==> src/sv/keypad_debounce_long_repeat_assert.svh <==
// ----------------------------------------------------------------------------
// Assertion macros for the keypad debounce block
// Implication checks, each written once and switched off by ASSERT_OFF.
// ----------------------------------------------------------------------------
`ifndef KEYPAD_DEBOUNCE_LONG_REPEAT_ASSERT_SVH
`define KEYPAD_DEBOUNCE_LONG_REPEAT_ASSERT_SVH

`ifndef ASSERT_OFF

// Same-cycle implication.
`define KDLR_ASSERT_IMP(label, clk, rst, ante, cons) \
   label: assert property (@(posedge clk) disable iff (rst) (ante) |-> (cons)) \
      else $error("assertion failed");

// Next-cycle implication.
`define KDLR_ASSERT_NXT(label, clk, rst, ante, cons) \
   label: assert property (@(posedge clk) disable iff (rst) (ante) |=> (cons)) \
      else $error("assertion failed");

`else

`define KDLR_ASSERT_IMP(label, clk, rst, ante, cons)
`define KDLR_ASSERT_NXT(label, clk, rst, ante, cons)

`endif

`endif

==> src/sv/kdlr_pkg.sv <==
// ----------------------------------------------------------------------------
// kdlr_pkg
// Types and constants shared by the keypad debounce block.
// ----------------------------------------------------------------------------
`default_nettype none

package kdlr_pkg;

   localparam int TIME_W    = 32;
   localparam int MS_W      = 16;
   localparam int PIN_COUNT = 4;
   localparam int KEY_IDX_W = 4;
   localparam int CSR_IDX_W = 2;

   // Register indexes of the configuration port.
   localparam logic [CSR_IDX_W-1:0] CSR_DEBOUNCE   = 2'd0;
   localparam logic [CSR_IDX_W-1:0] CSR_LONG_PRESS = 2'd1;
   localparam logic [CSR_IDX_W-1:0] CSR_REPEAT     = 2'd2;

   localparam logic [MS_W-1:0] DEBOUNCE_RESET   = 16'd50;
   localparam logic [MS_W-1:0] LONG_PRESS_RESET = 16'd1000;
   localparam logic [MS_W-1:0] REPEAT_RESET     = 16'd200;

   // Event kinds.
   localparam logic [1:0] KIND_SHORT  = 2'd0;
   localparam logic [1:0] KIND_LONG   = 2'd1;
   localparam logic [1:0] KIND_REPEAT = 2'd2;

   typedef struct packed {
      logic [MS_W-1:0] debounce_ms;
      logic [MS_W-1:0] long_press_ms;
      logic [MS_W-1:0] repeat_ms;
   } kdlr_cfg_type;

   typedef struct packed {
      logic                 event_valid;
      logic [1:0]           event_key;
      logic [1:0]           event_kind;
      logic [PIN_COUNT-1:0] pressed_mask;
   } kdlr_result_type;

endpackage

`default_nettype wire

==> src/sv/keypad_debounce_long_repeat.sv <==
// ----------------------------------------------------------------------------
// keypad_debounce_long_repeat
// Debounced keypad scanner with short press, long press and auto-repeat.
// ----------------------------------------------------------------------------
// Each poll item carries a millisecond timestamp and the active-low pin
// levels of four keys and yields exactly one result item: the first key
// event found, scanning from key 0 upward, and the debounced pressed mask.
// Keys are visited by a sequencer that runs the debounce check of each key
// and then the long-press or repeat check of a key that is held, both
// through one shared 32-bit elapsed-time comparator. The scan ends early at
// the first event, and req_stall stays high until its result is loaded
// into the output register, so a new poll is not taken before the last
// poll has been scanned to its end or its first event. A finished
// result waits in an output register, so the next poll can be taken while it
// is still stalled; that poll then holds until the register frees. The
// configuration registers are written through the csr port, which is always
// ready, and should be written only while no poll is open.
`default_nettype none

module keypad_debounce_long_repeat #(
   parameter int NUM_KEYS = 4
) (
   input  wire logic                               clock,
   input  wire logic                               reset,

   input  wire logic                               req_valid,
   output logic                                    req_stall,
   input  wire logic [kdlr_pkg::TIME_W-1:0]        req_now_ms,
   input  wire logic [kdlr_pkg::PIN_COUNT-1:0]     req_pin_levels,

   output logic                                    rsp_valid,
   input  wire logic                               rsp_stall,
   output logic                                    rsp_event_valid,
   output logic [1:0]                              rsp_event_key,
   output logic [1:0]                              rsp_event_kind,
   output logic [kdlr_pkg::PIN_COUNT-1:0]          rsp_pressed_mask,

   input  wire logic                               csr_valid,
   output logic                                    csr_ready,
   input  wire logic [kdlr_pkg::CSR_IDX_W-1:0]     csr_index,
   input  wire logic [kdlr_pkg::MS_W-1:0]          csr_data
);
   import kdlr_pkg::*;

`include "keypad_debounce_long_repeat_assert.svh"

   kdlr_cfg_type    cfg_ff, cfg_in;
   kdlr_result_type res_ff;
   kdlr_result_type result;
   logic            rsp_valid_ff, rsp_valid_in;
   logic            busy;
   logic            done;
   logic            out_free;
   logic            start;

   assign csr_ready = 1'b1;

   always_comb begin
      cfg_in = cfg_ff;
      if (csr_valid) begin
         case (csr_index)
            CSR_DEBOUNCE:   cfg_in.debounce_ms   = csr_data;
            CSR_LONG_PRESS: cfg_in.long_press_ms = csr_data;
            CSR_REPEAT:     cfg_in.repeat_ms     = csr_data;
            default:        cfg_in = cfg_ff;
         endcase
      end
   end

   assign start     = req_valid && !busy;
   assign req_stall = busy;
   assign out_free  = !rsp_valid_ff || !rsp_stall;

   kdlr_ctrl #(
      .NUM_KEYS (NUM_KEYS)
   ) u_ctrl (
      .clock      (clock),
      .reset      (reset),
      .start      (start),
      .now_ms     (req_now_ms),
      .pin_levels (req_pin_levels),
      .cfg        (cfg_ff),
      .out_free   (out_free),
      .busy       (busy),
      .done       (done),
      .result     (result)
   );

   always_comb begin
      rsp_valid_in = rsp_valid_ff;
      if (done) begin
         rsp_valid_in = 1'b1;
      end else if (rsp_valid_ff && !rsp_stall) begin
         rsp_valid_in = 1'b0;
      end
   end

   always_ff @(posedge clock) begin
      if (reset) begin
         rsp_valid_ff      <= 1'b0;
         cfg_ff.debounce_ms   <= DEBOUNCE_RESET;
         cfg_ff.long_press_ms <= LONG_PRESS_RESET;
         cfg_ff.repeat_ms     <= REPEAT_RESET;
      end else begin
         rsp_valid_ff <= rsp_valid_in;
         cfg_ff       <= cfg_in;
      end
   end

   always_ff @(posedge clock) begin
      if (done) begin
         res_ff <= result;
      end
   end

   assign rsp_valid        = rsp_valid_ff;
   assign rsp_event_valid  = res_ff.event_valid;
   assign rsp_event_key    = res_ff.event_key;
   assign rsp_event_kind   = res_ff.event_kind;
   assign rsp_pressed_mask = res_ff.pressed_mask;

   // A poll keeps the input side closed while the keys are scanned.
   `KDLR_ASSERT_NXT(a_busy_after_accept, clock, reset, req_valid && !req_stall, req_stall)

   // A finished scan always lands in the output register.
   `KDLR_ASSERT_NXT(a_done_loads_output, clock, reset, done, rsp_valid)

   // A result without an event reports key and kind as zero.
   `KDLR_ASSERT_IMP(a_no_event_zero, clock, reset,
                    rsp_valid && !rsp_event_valid,
                    rsp_event_key == 2'd0 && rsp_event_kind == KIND_SHORT)

endmodule

`default_nettype wire

==> src/sv/kdlr_elapsed.sv <==
// ----------------------------------------------------------------------------
// kdlr_elapsed
// Shared timer unit: wrapping elapsed time compared against a limit.
// ----------------------------------------------------------------------------
`default_nettype none

module kdlr_elapsed (
   input  wire logic [kdlr_pkg::TIME_W-1:0] now,
   input  wire logic [kdlr_pkg::TIME_W-1:0] since,
   input  wire logic [kdlr_pkg::MS_W-1:0]   limit,
   output logic                             reached
);
   import kdlr_pkg::*;

   logic [TIME_W-1:0] elapsed;

   // The subtraction wraps modulo 2^32, so a timestamp rollover is harmless.
   assign elapsed = now - since;
   assign reached = elapsed >= {{(TIME_W-MS_W){1'b0}}, limit};

endmodule

`default_nettype wire

==> src/sv/kdlr_ctrl.sv <==
// ----------------------------------------------------------------------------
// kdlr_ctrl
// Per-key state and the sequencer that visits the keys in turn, a debounce
// step per key and a hold step per held key, through one shared timer unit.
// ----------------------------------------------------------------------------
`default_nettype none

module kdlr_ctrl #(
   parameter int NUM_KEYS = 4
) (
   input  wire logic                               clock,
   input  wire logic                               reset,
   input  wire logic                               start,
   input  wire logic [kdlr_pkg::TIME_W-1:0]        now_ms,
   input  wire logic [kdlr_pkg::PIN_COUNT-1:0]     pin_levels,
   input  wire kdlr_pkg::kdlr_cfg_type             cfg,
   input  wire logic                               out_free,
   output logic                                    busy,
   output logic                                    done,
   output kdlr_pkg::kdlr_result_type               result
);
   import kdlr_pkg::*;

   localparam int KEY_W = (NUM_KEYS > 1) ? $clog2(NUM_KEYS) : 1;

   localparam logic [1:0] ST_IDLE   = 2'd0;
   localparam logic [1:0] ST_DEB    = 2'd1;
   localparam logic [1:0] ST_HOLD   = 2'd2;
   localparam logic [1:0] ST_FINISH = 2'd3;

   logic [1:0]       state_ff, state_in;
   logic [KEY_W-1:0] key_ff, key_in;
   logic             evt_ff, evt_in;
   logic [1:0]       kind_ff, kind_in;

   logic [TIME_W-1:0]    now_ff, now_in;
   logic [PIN_COUNT-1:0] pins_ff, pins_in;

   logic [NUM_KEYS-1:0] raw_ff, raw_in;
   logic [NUM_KEYS-1:0] stable_ff, stable_in;
   logic [NUM_KEYS-1:0] long_ff, long_in;
   logic [TIME_W-1:0]   change_ff [NUM_KEYS];
   logic [TIME_W-1:0]   change_in [NUM_KEYS];
   logic [TIME_W-1:0]   press_ff  [NUM_KEYS];
   logic [TIME_W-1:0]   press_in  [NUM_KEYS];
   logic [TIME_W-1:0]   rep_ff    [NUM_KEYS];
   logic [TIME_W-1:0]   rep_in    [NUM_KEYS];

   logic [KEY_IDX_W-1:0] key4;
   logic                 level;
   logic                 changed;
   logic                 last_key;
   logic [TIME_W-1:0]    since;
   logic [MS_W-1:0]      limit;
   logic                 reached;
   logic                 go_next;

   assign key4     = KEY_IDX_W'(key_ff);
   // Keys without a pin read as released.
   assign level    = (key4 < KEY_IDX_W'(PIN_COUNT)) ? ~pins_ff[key4[1:0]] : 1'b0;
   assign changed  = level != raw_ff[key_ff];
   assign last_key = key_ff == KEY_W'(NUM_KEYS - 1);

   // Operand selection for the shared timer unit.
   always_comb begin
      since = now_ff;
      limit = cfg.debounce_ms;
      case (state_ff)
         ST_DEB: begin
            since = changed ? now_ff : change_ff[key_ff];
            limit = cfg.debounce_ms;
         end
         ST_HOLD: begin
            if (long_ff[key_ff]) begin
               since = rep_ff[key_ff];
               limit = cfg.repeat_ms;
            end else begin
               since = press_ff[key_ff];
               limit = cfg.long_press_ms;
            end
         end
         default: begin
            since = now_ff;
            limit = cfg.debounce_ms;
         end
      endcase
   end

   kdlr_elapsed u_elapsed (
      .now     (now_ff),
      .since   (since),
      .limit   (limit),
      .reached (reached)
   );

   always_comb begin
      state_in  = state_ff;
      key_in    = key_ff;
      evt_in    = evt_ff;
      kind_in   = kind_ff;
      now_in    = now_ff;
      pins_in   = pins_ff;
      raw_in    = raw_ff;
      stable_in = stable_ff;
      long_in   = long_ff;
      change_in = change_ff;
      press_in  = press_ff;
      rep_in    = rep_ff;
      go_next   = 1'b0;

      case (state_ff)
         ST_IDLE: begin
            if (start) begin
               now_in   = now_ms;
               pins_in  = pin_levels;
               key_in   = '0;
               evt_in   = 1'b0;
               kind_in  = KIND_SHORT;
               state_in = ST_DEB;
            end
         end
         ST_DEB: begin
            raw_in[key_ff] = level;
            if (changed) begin
               change_in[key_ff] = now_ff;
            end
            if (level != stable_ff[key_ff] && reached) begin
               stable_in[key_ff] = level;
               if (level) begin
                  press_in[key_ff] = now_ff;
                  long_in[key_ff]  = 1'b0;
                  state_in         = ST_HOLD;
               end else if (!long_ff[key_ff]) begin
                  evt_in   = 1'b1;
                  kind_in  = KIND_SHORT;
                  state_in = ST_FINISH;
               end else begin
                  // A release after a long press is silent.
                  go_next = 1'b1;
               end
            end else if (stable_ff[key_ff]) begin
               state_in = ST_HOLD;
            end else begin
               go_next = 1'b1;
            end
         end
         ST_HOLD: begin
            if (reached) begin
               rep_in[key_ff] = now_ff;
               evt_in         = 1'b1;
               kind_in        = long_ff[key_ff] ? KIND_REPEAT : KIND_LONG;
               long_in[key_ff] = 1'b1;
               state_in       = ST_FINISH;
            end else begin
               go_next = 1'b1;
            end
         end
         ST_FINISH: begin
            if (out_free) begin
               state_in = ST_IDLE;
            end
         end
         default: begin
            state_in = ST_IDLE;
         end
      endcase

      if (go_next) begin
         if (last_key) begin
            state_in = ST_FINISH;
         end else begin
            key_in   = key_ff + KEY_W'(1);
            state_in = ST_DEB;
         end
      end
   end

   always_ff @(posedge clock) begin
      if (reset) begin
         state_ff  <= ST_IDLE;
         key_ff    <= '0;
         evt_ff    <= 1'b0;
         kind_ff   <= KIND_SHORT;
         raw_ff    <= '0;
         stable_ff <= '0;
         long_ff   <= '0;
         for (int i = 0; i < NUM_KEYS; i++) begin
            change_ff[i] <= '0;
            press_ff[i]  <= '0;
            rep_ff[i]    <= '0;
         end
      end else begin
         state_ff  <= state_in;
         key_ff    <= key_in;
         evt_ff    <= evt_in;
         kind_ff   <= kind_in;
         raw_ff    <= raw_in;
         stable_ff <= stable_in;
         long_ff   <= long_in;
         change_ff <= change_in;
         press_ff  <= press_in;
         rep_ff    <= rep_in;
      end
   end

   always_ff @(posedge clock) begin
      now_ff  <= now_in;
      pins_ff <= pins_in;
   end

   // Only keys that have a pin show in the mask.
   for (genvar j = 0; j < PIN_COUNT; j++) begin : g_mask
      if (j < NUM_KEYS) begin : g_key
         assign result.pressed_mask[j] = stable_ff[j];
      end else begin : g_none
         assign result.pressed_mask[j] = 1'b0;
      end
   end

   assign result.event_valid = evt_ff;
   assign result.event_key   = evt_ff ? key4[1:0] : 2'd0;
   assign result.event_kind  = evt_ff ? kind_ff : KIND_SHORT;

   assign busy = state_ff != ST_IDLE;
   assign done = (state_ff == ST_FINISH) && out_free;

endmodule

`default_nettype wire

==> config.mk <==
export PLATFORM = sky130hd
export DESIGN_NAME = keypad_debounce_long_repeat
export DESIGN_NICKNAME = d
export VERILOG_FILES = /design/src/sv/kdlr_pkg.sv /design/src/sv/keypad_debounce_long_repeat.sv /design/src/sv/kdlr_elapsed.sv /design/src/sv/kdlr_ctrl.sv
export VERILOG_INCLUDE_DIRS = /design/src /design/src/sv
export SDC_FILE = /design/constraint.sdc
export NUM_CORES = 1
export LEC_CHECK = 0
export BUFFER_PORTS_ARGS = -buffer_cell sky130_fd_sc_hd__buf_2
export CORE_MARGIN = 1
export CORE_UTILIZATION = 45
export DETAILED_ROUTE_END_ITERATION = 7
export HOLD_SLACK_MARGIN = 0.1
export MAX_ROUTING_LAYER = met4
export RECOVER_POWER = 50
export SLEW_MARGIN = 30
export SYNTH_ARGS = -nofsm -noshare
export SYNTH_HDL_FRONTEND = slang
export SYNTH_HIERARCHICAL = 1
export SYNTH_SLANG_ARGS = --single-unit
==> constraint.sdc <==
create_clock -name clock -period 17.6 [get_ports clock]
set_input_delay 2.64 -clock clock [delete_from_list [all_inputs] [get_ports clock]]
set_output_delay 2.64 -clock clock [all_outputs]
set_load 0.01 [all_outputs]
Word level (Yosys, flattened, before mapping)

Cells that the tools add are included.

Register bits after elaboration: 497
Input port bits: 59
Word-level logic and storage cells: 159

Add/subtract/negate cells: 2
$lt $le $gt $ge: 6
Eq/ne operators: 19
Multiplexer cells: 71
Bitwise operators: 5
Reduce and logical (&&, ||, !) cells: 27

Operator list:

| operator                                                   | number |
|---|---|
| bitwise mux 128 bit                                        | 3 |
| 2-to-1 mux 32 bit                                          | 9 |
| binary-select mux 32 bit (select 2 bit)                    | 3 |
| demux 32 bit (select 2 bit)                                | 1 |
| case mux 32 bit (2 select lines)                           | 1 |
| 2-to-1 mux 2 bit                                           | 19 |
| >= comparator 32 x 16 -> 1 bit                             | 1 |
| 2-to-1 mux 16 bit                                          | 2 |
| subtractor 32 bit                                          | 1 |
| 2-to-1 mux 1 bit                                           | 18 |
| AND reduction 2 bit                                        | 7 |
| 2-to-1 mux 4 bit                                           | 3 |
| binary-select mux 1 bit (select 2 bit)                     | 4 |
| bitwise mux 4 bit                                          | 2 |
| equality test 2 bit, second input constant                 | 4 |
| case mux 2 bit (4 select lines)                            | 1 |
| case mux 4 bit (2 select lines)                            | 1 |
| logical AND 1 bit                                          | 6 |
| less-than comparator 2 x 3 -> 1 bit, second input constant | 2 |
| != test 2 x 1 -> 1 bit, second input constant              | 3 |
| != test 2 bit, second input constant                       | 3 |
| != test 3 x 1 -> 1 bit, second input constant              | 2 |
| case mux 2 bit (3 select lines)                            | 1 |
| AND reduction 6 bit                                        | 1 |
| other kinds (25)                                           | 32 |

Logic depth before layout (Yosys ltp)

Depth after elaboration: 14
Depth in mapped cells: 32
Gate-level depth less buffers: 26

Modules after synthesis

Netlist, hierarchy kept.

Modules (own cells, without submodules):

| module                      | instances | cells each | area each (um^2) | seq. area each (um^2) |
|---|---|---|---|---|
| kdlr_ctrl                   | 1         | 2178       | 19167.1          | 9148.8 |
| kdlr_elapsed                | 1         | 348        | 2314.7           | 0.0 |
| keypad_debounce_long_repeat | 1         | 204        | 2287.2           | 1251.2 |

Worst setup path before layout

OpenSTA, ideal clock, no wires.

Path type: register -> register
Start point: register u_ctrl.key_ff[0]
End point: register u_ctrl/rep_ff[100] (netlist name)
Arrival time: 5.921 ns
Required time: 17.468 ns
Setup slack: 11.546 ns
Cell stages (with the launch flop): 31
Path buffers: 7
Cell sequence: dfxtp_1 > buf_6 > buf_6 > clkbuf_1 > mux4_2 > mux2i_1 > nor2_1 > a221o_1 > inv_1 > ha_1 > o211ai_1 > a21oi_1 > o31a_1 > a21oi_1 > o21ai_0 > xnor2_1 > ha_1 > a2111oi_0 > o311a_1 > o21ai_1 > a211oi_1 > nand4_1 > nor4_1 > nand4_1 > clkbuf_1 > clkbuf_1 > and3_1 > clkbuf_1 > clkbuf_1 > nand2_1 > a21oi_1

Longest elaborated chain between the ends: 10
Elaborated cells on any way between the ends: 34

Ends and longest elaborated chain:

| item                                   | RTL line           | text |
|---|---|---|
| start, declared                        | kdlr_ctrl.sv:32    | `logic [KEY_W-1:0] key_ff, key_in;` |
| start signal, assigned                 | kdlr_ctrl.sv:194   | `key_ff <= key_in;` |
| binary-select mux 1 bit (select 2 bit) | kdlr_ctrl.sv:60    | `assign level = (key4 < KEY_IDX_W'(PIN_COUNT)) ? ~pins_ff[key4[1:0]] : 1'b0;` |
| 2-to-1 mux 1 bit (implied by the code) | kdlr_ctrl.sv:60    |  |
| inverter 1 bit                         | kdlr_ctrl.sv:60    |  |
| 2-to-1 mux 1 bit                       | kdlr_ctrl.sv:60    |  |
| != test 1 bit                          | kdlr_ctrl.sv:61    | `assign changed = level != raw_ff[key_ff];` |
| 2-to-1 mux 32 bit                      | kdlr_ctrl.sv:70    | `since = changed ? now_ff : change_ff[key_ff];` |
| case mux 32 bit (2 select lines) *     | kdlr_ctrl.sv:68    | `case (state_ff)` |
| net u_ctrl.since[3]                    | kdlr_ctrl.sv:53    | `logic [TIME_W-1:0] since;` |
| subtractor 32 bit *                    | kdlr_elapsed.sv:18 | `assign elapsed = now - since;` |
| >= comparator 32 x 16 -> 1 bit *       | kdlr_elapsed.sv:19 | `assign reached = elapsed >= {{(TIME_W-MS_W){1'b0}}, limit};` |
| net u_ctrl.reached                     | kdlr_ctrl.sv:55    | `logic reached;` |
| AND reduction 2 bit (no source line) * | --                 |  |
| end signal, assigned                   | kdlr_ctrl.sv:202   | `rep_ff <= rep_in;` |
| end, declared                          | kdlr_ctrl.sv:46    | `logic [TIME_W-1:0] rep_ff [NUM_KEYS];` |

Mark *: on every way through the listed nets, which the timed path passes. The rest lies on a longest branch. The select of a mux whose other input is x is not followed.
A chain may end at the register's enable or synchronous reset.

==> results.yml <==
routing:
  dr_total_vias: 19356
  drtPass1Iterations: 5
  postRouteWirelength_mm: 67.4
  detail_route.vias_per_cell: 5.75
  dr_iter_0_viols: 1783
  antenna_left: 0
  wire_per_inst_microns: 20.0
  drcViolationCount: 0
finish:
  layout.area.seq_sq_um: 10400
  multi_input_gate_area_in_the_final_layout_sq_um: 12100
  n_antenna_cell: 0
  fillCellCount: 4745
  areaGrowthSynthToFinish_pct: 8.90
  utilization_pct: 50.1
  post_layout_instance_count_excluding_filler_cells: 3368
  final_cell_area_sq_um: 25900
  fraction_of_layout_cells_with_a_size_suffix_above_1_pct: 11.0
  fin_nets: 2765
power:
  pwr-share-seq_pct: 35.2
  vdd.ir_drop.worst_mv: 0.0845
  powerDensity_nw_per_um2: 153
  p_total_mw: 3.95
  switchingPower_mw: 1.50
  leakagePower_nw: 8.67
  cell_internal_pwr_mw: 2.46
  clock_power_share_pct: 28.3
  power_frac_comb_pct: 36.5
  power_switching_share_pct: 37.8
clock_network:
  number_of_post_cts_setup_repair_buffers: 0
  clk_pin_slew_ns: 0.06
  cts-hold-fix-buffers: 0
  clock_tree.buffer_depth: 3
  worst_skew_pair.late_latency_ns: 0.61
  cts.root.buffer_cell: "clkbuf_16"
  numClockSinks: 497
  post_cts_resized: 0
  cts_inserted_buffers: 53
  tritoncts_clock_tree: "done"
  ctsHtreeMaxLevel: 2
synth:
  number_of_nets_produced_by_synthesis: 2845
  synthesized_flop_and_latch_total: 497
  synth_warnings: 6
  dominantRegCellSynth: "dfxtp_1"
  post_synth_num_cell_types: 70
  synth_enable_flop_cells: 45
  synthesis.area_sq_um: 23800
  synth_sequential_area_ratio_pct: 43.8
  postSynth.asyncResetShare_pct: 0
  synthCells: 2730
  avgSynthCellArea_sq_um: 8.71
critical_path:
  worst-path-max-fanout: 105
  timing.critical_path.arrival_ns: 11.46
  setup.reg_to_reg.worst_slack_ns: 8.19
  setup.worst_path.end_class: "flip-flop"
  path_class: "in2reg"
  worstSetupStartpointType: "primary input"
  worst-endpoint-required_ns: 17.92
global_route:
  grt_start_max_net_pins: 181
  grt_pass1_wl_mm: 106
  use_met3_pct: 2.90
  top_usage_layer: "met2"
  gr-usage-all-layers_pct: 25.7
  globalRouteOverflowTotal: 0
  initial_antenna_violation_count: 0
  grt_use_met1_pct: 34.0
  grt.met2_usage_pct: 41.3
  number_of_global_route_vias_before_repair: 18925
floorplanning:
  io_pins: 71
  die-area_sq_um: 53700
  core-area_sq_um: 51700
  dieHeight_microns: 232
  placement_rows: 83
  starting_density_of_the_core_pct: 46.0
  die_w_microns: 232
sta:
  fraction_of_the_cycle_the_final_worst_path_needs_pct: 63.3
  report.final.setup_viol: 0
  fmax_mhz: 89.8
  max_slew_margin_pct: -219
  totalNegativeSetupSlack_ns: 0
  drv_slew: 443
  rsz_0062_raised_after_global_routing: "false"
  hold_viol: 0
  max_slew.worst_pin.slew_ns: 4.78
  min_period_ns: 11.14
  final.setup_skew_ns: 0.0259
flow_run:
  max_cap_viol_count: 6
worst_hold_path:
  worst_hold_path_type: "reg2reg"
outcome:
  result_of_the_run: "complete, but fails checks"
  violations: "max-capacitance violations, max-slew violations"
placed_design:
  dp_hpwl_mm: 41.4
  io_buffer_count: 69
  cell_area_after_placement_sq_um: 24200
  dp_cells: 3273
  globalplace.congestion: 0.882
==> synth_stat cells (all sizes together), types with 10 or more instances <==
library cell	number	area, sq um
nand3	17	85.1
a221o	32	320
clkbuf	159	597
inv	58	218
a21oi	447	2250
nor2	113	424
mux2i	106	1060
edfxtp	45	1350
nand2	798	3000
nand2b	63	394
xnor2	23	201
buf	77	472
o21ai	33	173
ha	55	688
dfxtp	452	9050
and3	10	62.6
nand4	10	62.6
mux4	101	2270
==> per-stage QoR <==
step           setup WS (ns)  hold WS [ns]
6_report                6.46         0.452
3_3_place_gp            8.98         0.438
3_5_place_dp            8.92         0.443
5_1_grt                 5.58         0.464
2_1_floorplan          11.55         0.433
4_1_cts                 8.93         0.451
==> state kept, by name (all words and copies together), names as in the netlist, named ones only <==
register          flops
u_ctrl/press_ff     128
rsp_pressed_mask      4
u_ctrl/pins_ff        4
u_ctrl/key_ff         2
u_ctrl/kind_ff        2
u_ctrl/stable_ff      4
u_ctrl/now_ff        32
rsp_valid             1
rsp_event_kind        2
u_ctrl/rep_ff       128
u_ctrl/evt_ff         1
u_ctrl/raw_ff         4
rsp_event_key         2
u_ctrl/state_ff       2
rsp_event_valid       1
cfg_ff               48
u_ctrl/change_ff    128
==> final cells by class <==
type,instances,share of cell area [%]
sequential,497,40.2
tap,680,3.29
inverter,58,0.841
multi-input combinational,1939,46.8
clock buffer,79,6.06
timing repair buffer,101,2.18
clock inverter,14,0.604
==> power groups by stage <==
stage                     clock [mW]  combinational, mW  sequential (mW)
after detailed placement           0               1.43             1.41
after global routing            1.18               1.60             1.40
final                           1.12               1.45             1.39
after CTS                       1.14               1.43             1.38
after floorplan                    0               1.13             1.30
after global placement             0               1.41             1.40
==> routing by layer <==
| metal | vias up | routed length (microns) |
|---|---|---|
| li1 | 9137 | - |
| met2 | 590 | 31600 |
| met5 | - | 0 |
| met4 | 0 | 1460 |
| met3 | 114 | 4190 |
| met1 | 9515 | 30100 |
==> critical path: stages <==
cell and delay (ns):
clkbuf_1 1.77, clkbuf_1 3.45, clkbuf_1 3.01, nor2b_1 0.10, nand4b_1 0.29, o41ai_2 0.10
==> logic make-up after synthesis <==
logic type / after synthesis / share of synthesized area (%)
muxes: 209 / 14.1
adders and majority gates: 56 / 2.98
DFF: 497 / 43.8
xor gates and xnor gates: 31 / 1.17
AOI/OAI and AO/OA: 573 / 13.8
buffers and inverters: 294 / 5.41
and+or+nand+nor: 1069 / 18.8
other: 1 / 0.0158
==> worst paths after layout <==
kind                            start                  end  depth (start not counted)
setup / recovery                reset     u_ctrl/key_ff[1]                          6
hold / removal    u_ctrl/press_ff[26]  u_ctrl/press_ff[26]                          2
setup reg to reg     u_ctrl/key_ff[0]   u_ctrl/rep_ff[114]                         27
hold reg to reg   u_ctrl/press_ff[26]  u_ctrl/press_ff[26]                          2
==> cells in the final DEF, fill, tap and decap left out, types with 4 or more instances in the layout <==
master | synthesis | layout
nand2_1 | 798 | 798
dfxtp_1 | 452 | 452
a21oi_1 | 445 | 445
nor2_1 | 113 | 109
mux2i_1 | 106 | 106
mux4_2 | 101 | 100
nand2b_1 | 63 | 63
inv_1 | 58 | 58
clkbuf_16 | 0 | 56
buf_2 | 50 | 56
ha_1 | 55 | 55
edfxtp_1 | 45 | 45
a221o_1 | 32 | 32
clkbuf_1 | 159 | 31
buf_4 | 18 | 27
xnor2_1 | 23 | 23
o21ai_0 | 19 | 19
nand3_1 | 17 | 13
o21ai_1 | 12 | 11
and3_1 | 10 | 10
nand4_1 | 10 | 10
nor2b_1 | 9 | 9
nor3_1 | 9 | 9
a21o_1 | 9 | 9
clkinv_2 | 0 | 8
clkbuf_8 | 0 | 8
a211oi_1 | 8 | 8
and2_1 | 9 | 7
xor2_1 | 7 | 7
nor4_1 | 6 | 6
nand3b_1 | 5 | 5
or2_2 | 5 | 5
a31oi_1 | 5 | 5
nor3b_1 | 4 | 4
nor2_2 | 0 | 4
a311oi_1 | 4 | 4
Power figures use the tool's default switching activity.
